## config.mk

```make
export PLATFORM = sky130hd
export DESIGN_NAME = polynomial_multiplier_core_flat
export DESIGN_NICKNAME = d
export VERILOG_FILES = /design/src/rtl/pm_pkg.sv /design/src/rtl/pm_in_if.sv /design/src/rtl/pm_out_if.sv /design/src/rtl/pm_ram.sv /design/src/rtl/pm_datapath.sv /design/src/rtl/pm_controller.sv /design/src/rtl/polynomial_multiplier_core.sv /design/src/flat_wrapper.sv
export SDC_FILE = /design/constraint.sdc
export NUM_CORES = 2
export LEC_CHECK = 0
export BUFFER_PORTS_ARGS = -buffer_cell sky130_fd_sc_hd__buf_2
export CORE_ASPECT_RATIO = 1.4
export CORE_MARGIN = 2
export CORE_UTILIZATION = 52
export CTS_CLUSTER_SIZE = 25
export DETAILED_ROUTE_END_ITERATION = 16
export GPL_ROUTABILITY_DRIVEN = 0
export PLACE_DENSITY = 0.75
export SLEW_MARGIN = 25
export SYNTH_ARGS = -nofsm -noshare
export SYNTH_HDL_FRONTEND = slang
export SYNTH_SLANG_ARGS = --single-unit
```

## constraint.sdc

```tcl
create_clock -name clk -period 9.4 [get_ports clk]
set_input_delay 0.94 -clock clk [delete_from_list [all_inputs] [get_ports clk]]
set_output_delay 0.94 -clock clk [all_outputs]
set_load 0.01 [all_outputs]
```

## src/rtl/pm_pkg.sv

```systemverilog
// Package for the polynomial multiplier core: sizing constants, request
// codes, controller state type and the command/status structs.
// No dependencies.
package pm_pkg;

  // Storage sizing
  localparam int MAX_COEFFS = 32;
  localparam int COEFF_BITS = 24;

  // Fixed field widths of the channels
  localparam int REQ_W       = 2;
  localparam int IN_COEFF_W  = 24;
  localparam int OUT_COEFF_W = 56;
  localparam int OUT_IDX_W   = 6;

  // Derived widths
  localparam int ADDR_W     = (MAX_COEFFS > 1) ? $clog2(MAX_COEFFS) : 1;
  localparam int CNT_W      = $clog2(MAX_COEFFS + 1);
  localparam int PROD_DEPTH = 2 * MAX_COEFFS - 1;
  localparam int IDX_W      = $clog2(PROD_DEPTH);
  localparam int WIDE_W     = IDX_W + 1;
  localparam int EXT_W      = (COEFF_BITS > IN_COEFF_W) ? COEFF_BITS : IN_COEFF_W;
  localparam int MUL_W      = 2 * COEFF_BITS;
  localparam int ACC_W      = MUL_W + $clog2(MAX_COEFFS) + 1;
  localparam int SAT_W      = (ACC_W > OUT_COEFF_W) ? ACC_W : OUT_COEFF_W;

  // Saturation bounds of the output coefficient
  localparam logic signed [SAT_W-1:0] SAT_HIGH =
    (SAT_W'(1) <<< (OUT_COEFF_W - 1)) - SAT_W'(1);
  localparam logic signed [SAT_W-1:0] SAT_LOW = -SAT_HIGH - SAT_W'(1);

  // Request codes
  localparam logic [REQ_W-1:0] REQ_LOAD_P  = 2'd0;
  localparam logic [REQ_W-1:0] REQ_LOAD_Q  = 2'd1;
  localparam logic [REQ_W-1:0] REQ_COMPUTE = 2'd2;

  typedef enum logic [1:0] {
    ST_IDLE,
    ST_ISSUE,
    ST_DRAIN,
    ST_OUT
  } pm_state_t;

  typedef struct packed {
    logic              wr_p;
    logic              wr_q;
    logic [ADDR_W-1:0] waddr;
    logic [ADDR_W-1:0] raddr_p;
    logic [ADDR_W-1:0] raddr_q;
    logic              issue;
    logic              acc_clr;
    logic              capture;
    logic              capture_zero;
    logic [IDX_W-1:0]  index;
    logic              last;
    logic              trunc;
  } pm_cmd_t;

  typedef struct packed {
    logic busy;
  } pm_status_t;

endpackage

```

## src/rtl/pm_in_if.sv

```systemverilog
// Request channel: valid/ready handshake with request type and coefficient.
// Depends on pm_pkg.
interface pm_in_if;
  import pm_pkg::*;

  logic                         valid;
  logic                         ready;
  logic [REQ_W-1:0]             req_type;
  logic signed [IN_COEFF_W-1:0] coefficient;

  modport source (output valid, output req_type, output coefficient, input ready);
  modport sink   (input valid, input req_type, input coefficient, output ready);
endinterface

```

## src/rtl/pm_out_if.sv

```systemverilog
// Result channel: valid/ready handshake with one product coefficient.
// Depends on pm_pkg.
interface pm_out_if;
  import pm_pkg::*;

  logic                          valid;
  logic                          ready;
  logic signed [OUT_COEFF_W-1:0] product_coeff;
  logic [OUT_IDX_W-1:0]          coeff_index;
  logic                          last;
  logic                          zero_result;
  logic                          truncated;

  modport source (output valid, output product_coeff, output coeff_index,
                  output last, output zero_result, output truncated, input ready);
  modport sink   (input valid, input product_coeff, input coeff_index,
                  input last, input zero_result, input truncated, output ready);
endinterface

```

## src/rtl/pm_ram.sv

```systemverilog
// Generic single-write, single-read RAM with registered read data.
// No dependencies.
module pm_ram #(
  parameter int WIDTH = 8,
  parameter int DEPTH = 16
) (
  input  logic                                   clk,
  input  logic                                   we,
  input  logic [((DEPTH > 1) ? $clog2(DEPTH) : 1)-1:0] waddr,
  input  logic [WIDTH-1:0]                       wdata,
  input  logic [((DEPTH > 1) ? $clog2(DEPTH) : 1)-1:0] raddr,
  output logic [WIDTH-1:0]                       rdata
);
  logic [WIDTH-1:0] mem [DEPTH];

  always_ff @(posedge clk) begin
    if (we) begin
      mem[waddr] <= wdata;
    end
    rdata <= mem[raddr];
  end
endmodule

```

## src/rtl/pm_datapath.sv

```systemverilog
// Datapath: operand RAMs, registered multiplier, accumulator, saturation
// and the result register. Depends on pm_pkg and pm_ram.
module pm_datapath
  import pm_pkg::*;
(
  input  logic                          clk,
  input  logic                          rst,
  input  pm_pkg::pm_cmd_t               cmd,
  input  logic signed [pm_pkg::IN_COEFF_W-1:0] coefficient,
  output pm_pkg::pm_status_t            status,
  output logic signed [pm_pkg::OUT_COEFF_W-1:0] product_coeff,
  output logic [pm_pkg::OUT_IDX_W-1:0]  coeff_index,
  output logic                          last,
  output logic                          zero_result,
  output logic                          truncated
);
  import pm_pkg::*;

  logic signed [EXT_W-1:0]      coeff_ext;
  logic [COEFF_BITS-1:0]        wdata;
  logic [COEFF_BITS-1:0]        p_rdata;
  logic [COEFF_BITS-1:0]        q_rdata;
  logic signed [COEFF_BITS-1:0] p_op;
  logic signed [COEFF_BITS-1:0] q_op;
  logic signed [MUL_W-1:0]      mul;
  logic signed [ACC_W-1:0]      acc;
  logic signed [SAT_W-1:0]      acc_wide;
  logic signed [SAT_W-1:0]      acc_sat;
  logic                         rd_valid;
  logic                         mul_valid;

  // Take the low COEFF_BITS of the sign-extended field
  assign coeff_ext = EXT_W'(coefficient);
  assign wdata     = coeff_ext[COEFF_BITS-1:0];

  pm_ram #(.WIDTH(COEFF_BITS), .DEPTH(MAX_COEFFS)) u_p_ram (
    .clk   (clk),
    .we    (cmd.wr_p),
    .waddr (cmd.waddr),
    .wdata (wdata),
    .raddr (cmd.raddr_p),
    .rdata (p_rdata)
  );

  pm_ram #(.WIDTH(COEFF_BITS), .DEPTH(MAX_COEFFS)) u_q_ram (
    .clk   (clk),
    .we    (cmd.wr_q),
    .waddr (cmd.waddr),
    .wdata (wdata),
    .raddr (cmd.raddr_q),
    .rdata (q_rdata)
  );

  assign p_op = signed'(p_rdata);
  assign q_op = signed'(q_rdata);

  always_ff @(posedge clk) begin
    if (rst) begin
      rd_valid  <= 1'b0;
      mul_valid <= 1'b0;
    end else begin
      rd_valid  <= cmd.issue;
      mul_valid <= rd_valid;
    end
  end

  always_ff @(posedge clk) begin
    mul <= p_op * q_op;
    if (cmd.acc_clr) begin
      acc <= '0;
    end else if (mul_valid) begin
      acc <= acc + ACC_W'(mul);
    end
  end

  assign status.busy = rd_valid | mul_valid;

  // Clamp to the output range
  always_comb begin
    acc_wide = SAT_W'(acc);
    if (acc_wide > SAT_HIGH) begin
      acc_sat = SAT_HIGH;
    end else if (acc_wide < SAT_LOW) begin
      acc_sat = SAT_LOW;
    end else begin
      acc_sat = acc_wide;
    end
  end

  always_ff @(posedge clk) begin
    if (cmd.capture_zero) begin
      product_coeff <= '0;
      coeff_index   <= '0;
      last          <= 1'b1;
      zero_result   <= 1'b1;
      truncated     <= cmd.trunc;
    end else if (cmd.capture) begin
      product_coeff <= acc_sat[OUT_COEFF_W-1:0];
      coeff_index   <= OUT_IDX_W'(cmd.index);
      last          <= cmd.last;
      zero_result   <= 1'b0;
      truncated     <= cmd.trunc;
    end
  end
endmodule

```

## src/rtl/pm_controller.sv

```systemverilog
// Controller: operand counts, overflow flag, index sequencing and the state
// machine that drives the datapath. Depends on pm_pkg.
module pm_controller
  import pm_pkg::*;
(
  input  logic                    clk,
  input  logic                    rst,
  input  logic                    in_valid,
  input  logic [pm_pkg::REQ_W-1:0] req_type,
  output logic                    in_ready,
  output logic                    out_valid,
  input  logic                    out_ready,
  input  pm_pkg::pm_status_t      status,
  output pm_pkg::pm_cmd_t         cmd
);
  import pm_pkg::*;

  pm_state_t         state;
  pm_state_t         state_next;
  logic [CNT_W-1:0]  p_count;
  logic [CNT_W-1:0]  q_count;
  logic              overflow_seen;
  logic [IDX_W-1:0]  coeff_i;
  logic [ADDR_W-1:0] term_j;

  logic              in_fire;
  logic              out_fire;
  logic              empty;
  logic              p_full;
  logic              q_full;
  logic [WIDE_W-1:0] i_wide;
  logic [WIDE_W-1:0] i_inc;
  logic [WIDE_W-1:0] j_wide;
  logic [WIDE_W-1:0] p_wide;
  logic [WIDE_W-1:0] q_wide;
  logic [WIDE_W-1:0] j_high;
  logic [WIDE_W-1:0] j_low_next;
  logic [WIDE_W-1:0] q_addr_wide;
  logic              last_term;
  logic              last_coeff;

  assign in_fire  = in_valid & in_ready;
  assign out_fire = out_valid & out_ready;
  assign empty    = (p_count == '0) || (q_count == '0);
  assign p_full   = (p_count == CNT_W'(MAX_COEFFS));
  assign q_full   = (q_count == CNT_W'(MAX_COEFFS));

  assign i_wide = WIDE_W'(coeff_i);
  assign i_inc  = i_wide + WIDE_W'(1);
  assign j_wide = WIDE_W'(term_j);
  assign p_wide = WIDE_W'(p_count);
  assign q_wide = WIDE_W'(q_count);

  // Highest term of coefficient i is min(i, p_count-1)
  assign j_high     = (i_wide < p_wide - WIDE_W'(1)) ? i_wide : p_wide - WIDE_W'(1);
  assign last_term  = (j_wide == j_high);
  assign last_coeff = (i_wide == p_wide + q_wide - WIDE_W'(2));
  // Lowest term of coefficient i+1 is max(0, i+1-(q_count-1))
  assign j_low_next = (i_inc + WIDE_W'(1) > q_wide) ?
                      (i_inc + WIDE_W'(1) - q_wide) : '0;
  assign q_addr_wide = i_wide - j_wide;

  always_comb begin
    state_next = state;
    case (state)
      ST_IDLE: begin
        if (in_fire && req_type == REQ_COMPUTE) begin
          state_next = empty ? ST_OUT : ST_ISSUE;
        end
      end
      ST_ISSUE: begin
        if (last_term) begin
          state_next = ST_DRAIN;
        end
      end
      ST_DRAIN: begin
        if (!status.busy) begin
          state_next = ST_OUT;
        end
      end
      ST_OUT: begin
        // The lone zero result of an empty operand also ends the emission
        if (out_ready) begin
          state_next = (empty || last_coeff) ? ST_IDLE : ST_ISSUE;
        end
      end
      default: state_next = ST_IDLE;
    endcase
  end

  always_comb begin
    in_ready         = (state == ST_IDLE);
    out_valid        = (state == ST_OUT);
    cmd              = '0;
    cmd.waddr        = p_count[ADDR_W-1:0];
    cmd.raddr_p      = term_j;
    cmd.raddr_q      = q_addr_wide[ADDR_W-1:0];
    cmd.index        = coeff_i;
    cmd.last         = last_coeff;
    cmd.trunc        = overflow_seen;
    case (state)
      ST_IDLE: begin
        if (in_fire) begin
          case (req_type)
            REQ_LOAD_P: begin
              cmd.wr_p = ~p_full;
            end
            REQ_LOAD_Q: begin
              cmd.wr_q  = ~q_full;
              cmd.waddr = q_count[ADDR_W-1:0];
            end
            REQ_COMPUTE: begin
              cmd.capture_zero = empty;
              cmd.acc_clr      = ~empty;
            end
            default: ;
          endcase
        end
      end
      ST_ISSUE: begin
        cmd.issue = 1'b1;
      end
      ST_DRAIN: begin
        cmd.capture = ~status.busy;
      end
      ST_OUT: begin
        // The held result carries last; start the next coefficient if not
        cmd.last    = last_coeff;
        cmd.acc_clr = out_ready & ~(empty | last_coeff);
      end
      default: ;
    endcase
  end

  always_ff @(posedge clk) begin
    if (rst) begin
      state         <= ST_IDLE;
      p_count       <= '0;
      q_count       <= '0;
      overflow_seen <= 1'b0;
      coeff_i       <= '0;
      term_j        <= '0;
    end else begin
      state <= state_next;
      case (state)
        ST_IDLE: begin
          if (in_fire) begin
            case (req_type)
              REQ_LOAD_P: begin
                if (p_full) overflow_seen <= 1'b1;
                else        p_count <= p_count + CNT_W'(1);
              end
              REQ_LOAD_Q: begin
                if (q_full) overflow_seen <= 1'b1;
                else        q_count <= q_count + CNT_W'(1);
              end
              REQ_COMPUTE: begin
                coeff_i <= '0;
                term_j  <= '0;
              end
              default: ;
            endcase
          end
        end
        ST_ISSUE: begin
          if (!last_term) begin
            term_j <= term_j + ADDR_W'(1);
          end
        end
        ST_OUT: begin
          if (out_fire) begin
            if (empty || last_coeff) begin
              // Emission done: clear counts and flag
              p_count       <= '0;
              q_count       <= '0;
              overflow_seen <= 1'b0;
            end else begin
              coeff_i <= i_inc[IDX_W-1:0];
              term_j  <= j_low_next[ADDR_W-1:0];
            end
          end
        end
        default: ;
      endcase
    end
  end
endmodule

```

## src/rtl/polynomial_multiplier_core.sv

```systemverilog
// A compute request with an empty operand shows its single result in the cycle
// after it is accepted. Otherwise coefficient i issues the terms of its
// convolution sum, drains the RAM read and multiplier registers, is captured
// and waits for its handshake. One multiply-accumulate per cycle while terms
// issue, set by the single shared multiplier and RAM ports; paused otherwise.
// Reset (rst, synchronous): clears counts, overflow flag and state; stores hold.
module polynomial_multiplier_core (
  input logic clk,
  input logic rst,
  pm_in_if.sink   request,
  pm_out_if.source result
);
  import pm_pkg::*;

  // Command and status between the sequencer and the arithmetic
  pm_cmd_t    cmd;
  pm_status_t status;
  logic       out_valid;

  // Sequencer: counts loads, walks output index i and term j, and holds the
  // request channel while a product is being formed or delivered.
  pm_controller u_ctrl (
    .clk       (clk),
    .rst       (rst),
    .in_valid  (request.valid),
    .req_type  (request.req_type),
    .in_ready  (request.ready),
    .out_valid (out_valid),
    .out_ready (result.ready),
    .status    (status),
    .cmd       (cmd)
  );

  // Arithmetic: operand RAMs read at p[j] and q[i-j], multiply, accumulate,
  // clamp, and hold the result register until the transaction completes.
  pm_datapath u_dp (
    .clk           (clk),
    .rst           (rst),
    .cmd           (cmd),
    .coefficient   (request.coefficient),
    .status        (status),
    .product_coeff (result.product_coeff),
    .coeff_index   (result.coeff_index),
    .last          (result.last),
    .zero_result   (result.zero_result),
    .truncated     (result.truncated)
  );

  assign result.valid = out_valid;
endmodule

```

## src/flat_wrapper.sv

```systemverilog
// flat-port wrapper written by rule: the top's interface ports become plain ports
module polynomial_multiplier_core_flat import pm_pkg::*;
  (clk, rst, request_valid, request_req_type, request_coefficient, request_ready, result_valid, result_product_coeff, result_coeff_index, result_last, result_zero_result, result_truncated, result_ready);
  pm_in_if request_i ();
  pm_out_if result_i ();
  input logic clk;
  input logic rst;
  input wire logic [$bits(request_i.valid)-1:0] request_valid;
  input wire logic [$bits(request_i.req_type)-1:0] request_req_type;
  input wire logic [$bits(request_i.coefficient)-1:0] request_coefficient;
  output wire logic [$bits(request_i.ready)-1:0] request_ready;
  output wire logic [$bits(result_i.valid)-1:0] result_valid;
  output wire logic [$bits(result_i.product_coeff)-1:0] result_product_coeff;
  output wire logic [$bits(result_i.coeff_index)-1:0] result_coeff_index;
  output wire logic [$bits(result_i.last)-1:0] result_last;
  output wire logic [$bits(result_i.zero_result)-1:0] result_zero_result;
  output wire logic [$bits(result_i.truncated)-1:0] result_truncated;
  input wire logic [$bits(result_i.ready)-1:0] result_ready;
  assign request_i.valid = request_valid;
  assign request_i.req_type = request_req_type;
  assign request_i.coefficient = request_coefficient;
  assign request_ready = request_i.ready;
  assign result_valid = result_i.valid;
  assign result_product_coeff = result_i.product_coeff;
  assign result_coeff_index = result_i.coeff_index;
  assign result_last = result_i.last;
  assign result_zero_result = result_i.zero_result;
  assign result_truncated = result_i.truncated;
  assign result_i.ready = result_ready;
  polynomial_multiplier_core u_core (.clk(clk), .rst(rst), .request(request_i), .result(result_i));
endmodule
```

After elaboration in Yosys (flattened, before gate mapping) --
Memory sizes are Yosys's and may differ from the RTL's. A register that Yosys moved wholly into a read port is not among the register bits. Index checks and enable logic that the tools add are counted. W data, S select, Z words.
Storage, ports and cells: input bits 30, RAM bits 1536, memories kept 2, output and inout bits 67, register bits 195
Cells by class: reduce and logical (&&, ||, !) cells 16, bitwise gates (word level) 10, muxes and demuxes 57, multiply operators 1, eq/ne operators 26, $add $sub $neg 11, magnitude comparators 4
Memories:
- u_core.u_dp.u_p_ram.mem | depth 32, bits a word 24, rd ports 1, clocked after Yosys merged registers in 1, write ports 1, line pm_ram.sv:14 | logic [WIDTH-1:0] mem [DEPTH];
- u_core.u_dp.u_q_ram.mem | depth 32, bits a word 24, rd ports 1, clocked after Yosys merged registers in 1, write ports 1, line pm_ram.sv:14
Operators with widths (count):
- $mux W56 | 2
- $mux W6 | 13
- $gt A54 B56 Y1 const B | 1
- $lt A54 B56 Y1 const B | 1
- $add A54 B48 Y54 | 1
- $mul A24 B24 Y48 | 1
- $pmux W6 S2 | 3
- $mux W5 | 6
- $mux W7 | 3
- $mux W1 | 20
- $reduce_and A6 Y1 | 3
- $pmux W5 S3 | 1
- $ne A2 B1 Y1 const B | 7
- $ne A2 B2 Y1 const B | 7
- $add A6 B1 Y6 const B | 2
- $eq A6 B6 Y1 const B | 2
- $logic_not A6 Y1 | 2
- $mux W2 | 5
- $sub A5 B5 Y5 | 2
- $pmux W2 S4 | 1
- $add A6 B1 Y7 const B | 1
- $add A6 B6 Y7 | 1
- $add A7 B1 Y7 const B | 1
- $eq A5 B7 Y1 | 1
- 22 further kinds | 38

Longest topological paths before layout --
word-level depth 7, mapped depth 28

Modules after synthesis --
From an unflattened synthesis, not the netlist that was laid out.
Unflattened totals: cells, all modules 6985, area total of the unflattened synthesis 93075.5 um2
Modules (own cells, without submodules):
- pm_ram (u_core.u_dp.u_q_ram) | instances 1, cells an instance 1711, area each 30483.0 um2
- pm_ram (u_core.u_dp.u_p_ram) | instances 1, cells an instance 1711, area each 30480.5 um2
- pm_datapath | instances 1, cells an instance 3162, area each 29015.3 um2
- pm_controller | instances 1, cells an instance 401, area each 3096.7 um2

Worst setup path before layout --
No wires, ideal clock.
kind flip-flop to flip-flop, from register u_core.u_dp.u_p_ram.rdata[23], read port of u_core.u_dp.u_p_ram.mem, to register u_core.u_dp.mul[46], cell stages (with the launch flop) 26, period minus slack after synthesis 6.857 ns, slack 2.543 ns, arrival time 6.731 ns, buffers on the path 1, required time 9.273 ns, cell sequence dfxtp_1 -> clkbuf_1 -> nand2_1 -> inv_1 -> fa_1 -> fa_1 -> inv_1 -> fa_1 -> fa_1 -> inv_1 -> fa_1 -> fa_1 -> inv_1 -> fa_1 -> inv_1 -> ha_1 -> a21oi_1 -> o21ai_0 -> a2111oi_0 -> o311a_1 -> o21ai_1 -> nand2_1 -> o221ai_1 -> o41ai_1 -> o21ai_0 -> xor2_1
On the way: cells in the longest elaborated chain, start to end 1
RTL lines:
- from (decl) | line pm_ram.sv:12 | output logic [WIDTH-1:0] rdata
- $mul A24 B24 Y48 | line pm_datapath.sv:68 | mul <= p_op * q_op;
- to (signal assigned) | line pm_datapath.sv:68
- to (decl) | line pm_datapath.sv:25 | logic signed [MUL_W-1:0] mul;
No other way between the ends. A chain may end at the register's enable or synchronous reset.

Worst setup path after layout --
from register u_core.u_dp.u_q_ram.rdata[0], read port of u_core.u_dp.u_q_ram.mem, to register u_core.u_dp.mul[46]
On the way: cells in the longest elaborated chain, start to end 1
RTL lines (line):
- from (decl) | pm_ram.sv:12
- $mul A24 B24 Y48 | pm_datapath.sv:68
No other way between the ends.

==> flow_summary.yaml <==
outcome:
  outcome: "completed"
sta:
  drv_slew: 0
  hold_viol_final: 0
  skew_ns: 0.0395
  rsz0062_at_grt: "no"
  maxSlewHeadroom: 0.219
  min_period_ns: 8.16
  finalCritPeriodShare: 0.868
  finalSetupViolCount: 0
  tightestPinTransition_ns: 1.17
  fmax_mhz: 123
  setup_tns_ns: 0
die:
  io_pins: 97
  die-area_mm2: 0.179
  coreArea_mm2: 0.174
  die_y_um: 499
  start_util: 0.524
  rows: 181
  die_w_um: 358
cts:
  clkLatencyLatePin_ns: 0.84
  htree_levels: 4
  clockRootBuffer: "clkbuf_16"
  cts_buffers: 166
  cts_sinks: 1778
  cts_tree: "yes"
  cts_setup_buffers: 0
  postCtsHoldBufs: 0
  cts_resized: 0
  clk_pin_slew_ns: 0.06
  clock_path_buffers: 3
place:
  placed_cell_area_mm2: 0.0944
  dp.cells: 8116
  port_buffers: 96
  place_hpwl_mm: 143
final_layout:
  nets: 6866
  final_util: 0.575
  drive_above_1_share: 0.176
  synthToLayoutAreaGrowth_pct: 9.80
  multi_input_area_mm2: 0.0368
  regArea_mm2: 0.0510
  fin_area_mm2: 0.100
  fillCellCount: 12900
  final_cells: 8431
run:
  maxCapViolCount: 0
drt:
  vias_per_cell: 6.08
  wire_per_inst_um: 27.3
  routed-via-count: 51300
  ant_nets: 0
  drt-pass1-iter-count: 6
  drc: 0
  drt-initial-drc-count: 5598
  wirelength_mm: 230
grt:
  grt_pass1_vias: 54100
  grt_max_degree: 141
  grt_usage: 0.261
  grt_remaining_overflow: 0
  antenna_found_initial: 11
  grt_pass1_wl_mm: 342
logic_synthesis:
  synth_cells: 5914
  netlist-cell-type-count: 93
  yosys-top-cells-count: "1537 x edfxtp_1, 643 x inv_1, 611 x fa_1, 514 x nand2_1, 480 x mux4_2"
  synth_area_per_cell_um2: 15.4
  ys.warnings.count: 0
  synth_top_cell_by_area: "edfxtp_1"
  seq_area_frac_synth: 0.559
  synth_edf_count: 1537
  synthesis.nets: 6779
  synth_top_area_frac: 0.506
  synth.most_common_cell: "edfxtp_1"
  synth_ff_type: "edfxtp_1"
  syn_area_mm2: 0.0911
  synthArstFlopShare: 0
  synth_area_leaders: "edfxtp_1 51%, fa_1 13%, mux4_2 12%"
  synth_seq_cells: 1778
setup_path:
  worstPathArrival_ns: 8.85
  cp-end-kind: "flop"
  cp_max_fo: 24
  worstSetupStartpointType: "flop"
  ff2ff_setup_slack_ns: 1.24
  worstSetupPathType: "reg2reg"
  required_ns: 10.08
min_path:
  min_path_type: "reg2reg"
-- flip-flops by register name, indices dropped and copies added, names as in the netlist, 2 cells and up --
name	cells
u_core.u_dp.u_q_ram.rdata	24
u_core.u_ctrl.p_count	6
u_core.u_dp.u_p_ram.mem	768
u_core.u_dp.acc	54
u_core.u_ctrl.state	2
u_core.u_ctrl.coeff_i	6
u_core.u_dp.product_coeff	55
u_core.u_dp.u_q_ram.mem	768
u_core.u_ctrl.term_j	5
u_core.u_dp.mul	48
u_core.u_dp.coeff_index	6
u_core.u_dp.u_p_ram.rdata	24
u_core.u_ctrl.q_count	6
-- path summary, 6_finish.rpt --
path                                                     from                            end  depth (start not counted)
worst max-delay path             u_core.u_dp.u_q_ram.rdata[0]            u_core.u_dp.mul[46]                         24
worst min-delay path            u_core.u_dp.product_coeff[36]  u_core.u_dp.product_coeff[36]                          2
worst max register to register   u_core.u_dp.u_q_ram.rdata[0]            u_core.u_dp.mul[46]                         24
worst min register to register  u_core.u_dp.product_coeff[36]  u_core.u_dp.product_coeff[36]                          2
-- placed cells by master, fill, tap and decap left out, types with 16 or more instances in the layout --
master     instances
clkbuf_1          44
nor2_1           123
xor2_1            46
nand2b_1          19
a31oi_1           23
fa_1             610
o21ai_0           81
dfxtp_1          225
nand4_1           25
ha_1             223
nand2_1          513
xnor2_1           73
clkbuf_16        171
a21o_1            60
nor3_1            21
o21bai_1          22
clkinv_2          20
and3_1            19
edfxtp_1        1537
nand3_1           47
o21a_1            20
nor2_2            60
mux4_2           480
bufinv_16         16
buf_4            117
buf_2             75
mux2_2            49
a21oi_1          206
mux2i_1           29
and2_1           275
clkinv_1          42
inv_1            643
-- per-stage QoR --
step           hold WS (ns)  worst slack, ns
2_1_floorplan         0.409             2.54
3_3_place_gp          0.431             1.49
3_5_place_dp          0.443             1.33
4_1_cts               0.438             1.35
5_1_grt               0.471            0.721
6_report              0.449             1.24
-- area by class of cell --
| type | instances | area share |
|---|---|---|
| diodes | 4 | 0.000100 |
| multi-input cells | 3207 | 0.368 |
| inverters | 647 | 0.0243 |
| repair buffers | 201 | 0.0146 |
| clock buffers | 219 | 0.0450 |
| clock inverters | 88 | 0.00971 |
| flip-flops and latches | 1778 | 0.510 |
| well taps | 2287 | 0.0286 |
-- kinds of logic after synthesis --
kind of cell | Yosys count | synth area share
adders and majority gates | 835 | 0.165
xor gates and xnor gates | 122 | 0.0117
DFF | 1778 | 0.559
and+or+nand+nor | 1171 | 0.0608
buffers and inverters | 929 | 0.0393
AOI/OAI and AO/OA | 521 | 0.0361
muxes | 558 | 0.128
-- critical path, stage by stage (launching register included) --
cell and delay (ns):
dfxtp_1 0.92, nand2_1 0.20, inv_1 0.19, fa_1 0.54, fa_1 0.54, inv_1 0.06
fa_1 0.50, fa_1 0.51, inv_1 0.05, fa_1 0.48, fa_1 0.49, inv_1 0.05
fa_1 0.52, inv_1 0.05, ha_1 0.33, a21oi_1 0.14, o21ai_0 0.17, a2111oi_0 0.46
o311a_1 0.30, o21ai_1 0.16, nand2_1 0.12, o221ai_1 0.19, o41ai_1 0.62, o21ai_0 0.24
xor2_1 0.18
-- per-layer routing --
layer  vias up  global-route usage  wire length, um
li1      21400                   -                -
met4        12               0.132            13100
met1     26500               0.315            80600
met2      2737               0.452           118000
met3       624              0.0451            18100
met5         -                   0               85
Power is left out: the tool's default activity adds up to more than one toggle a clock period on the data nets, which glitch-free logic cannot reach.
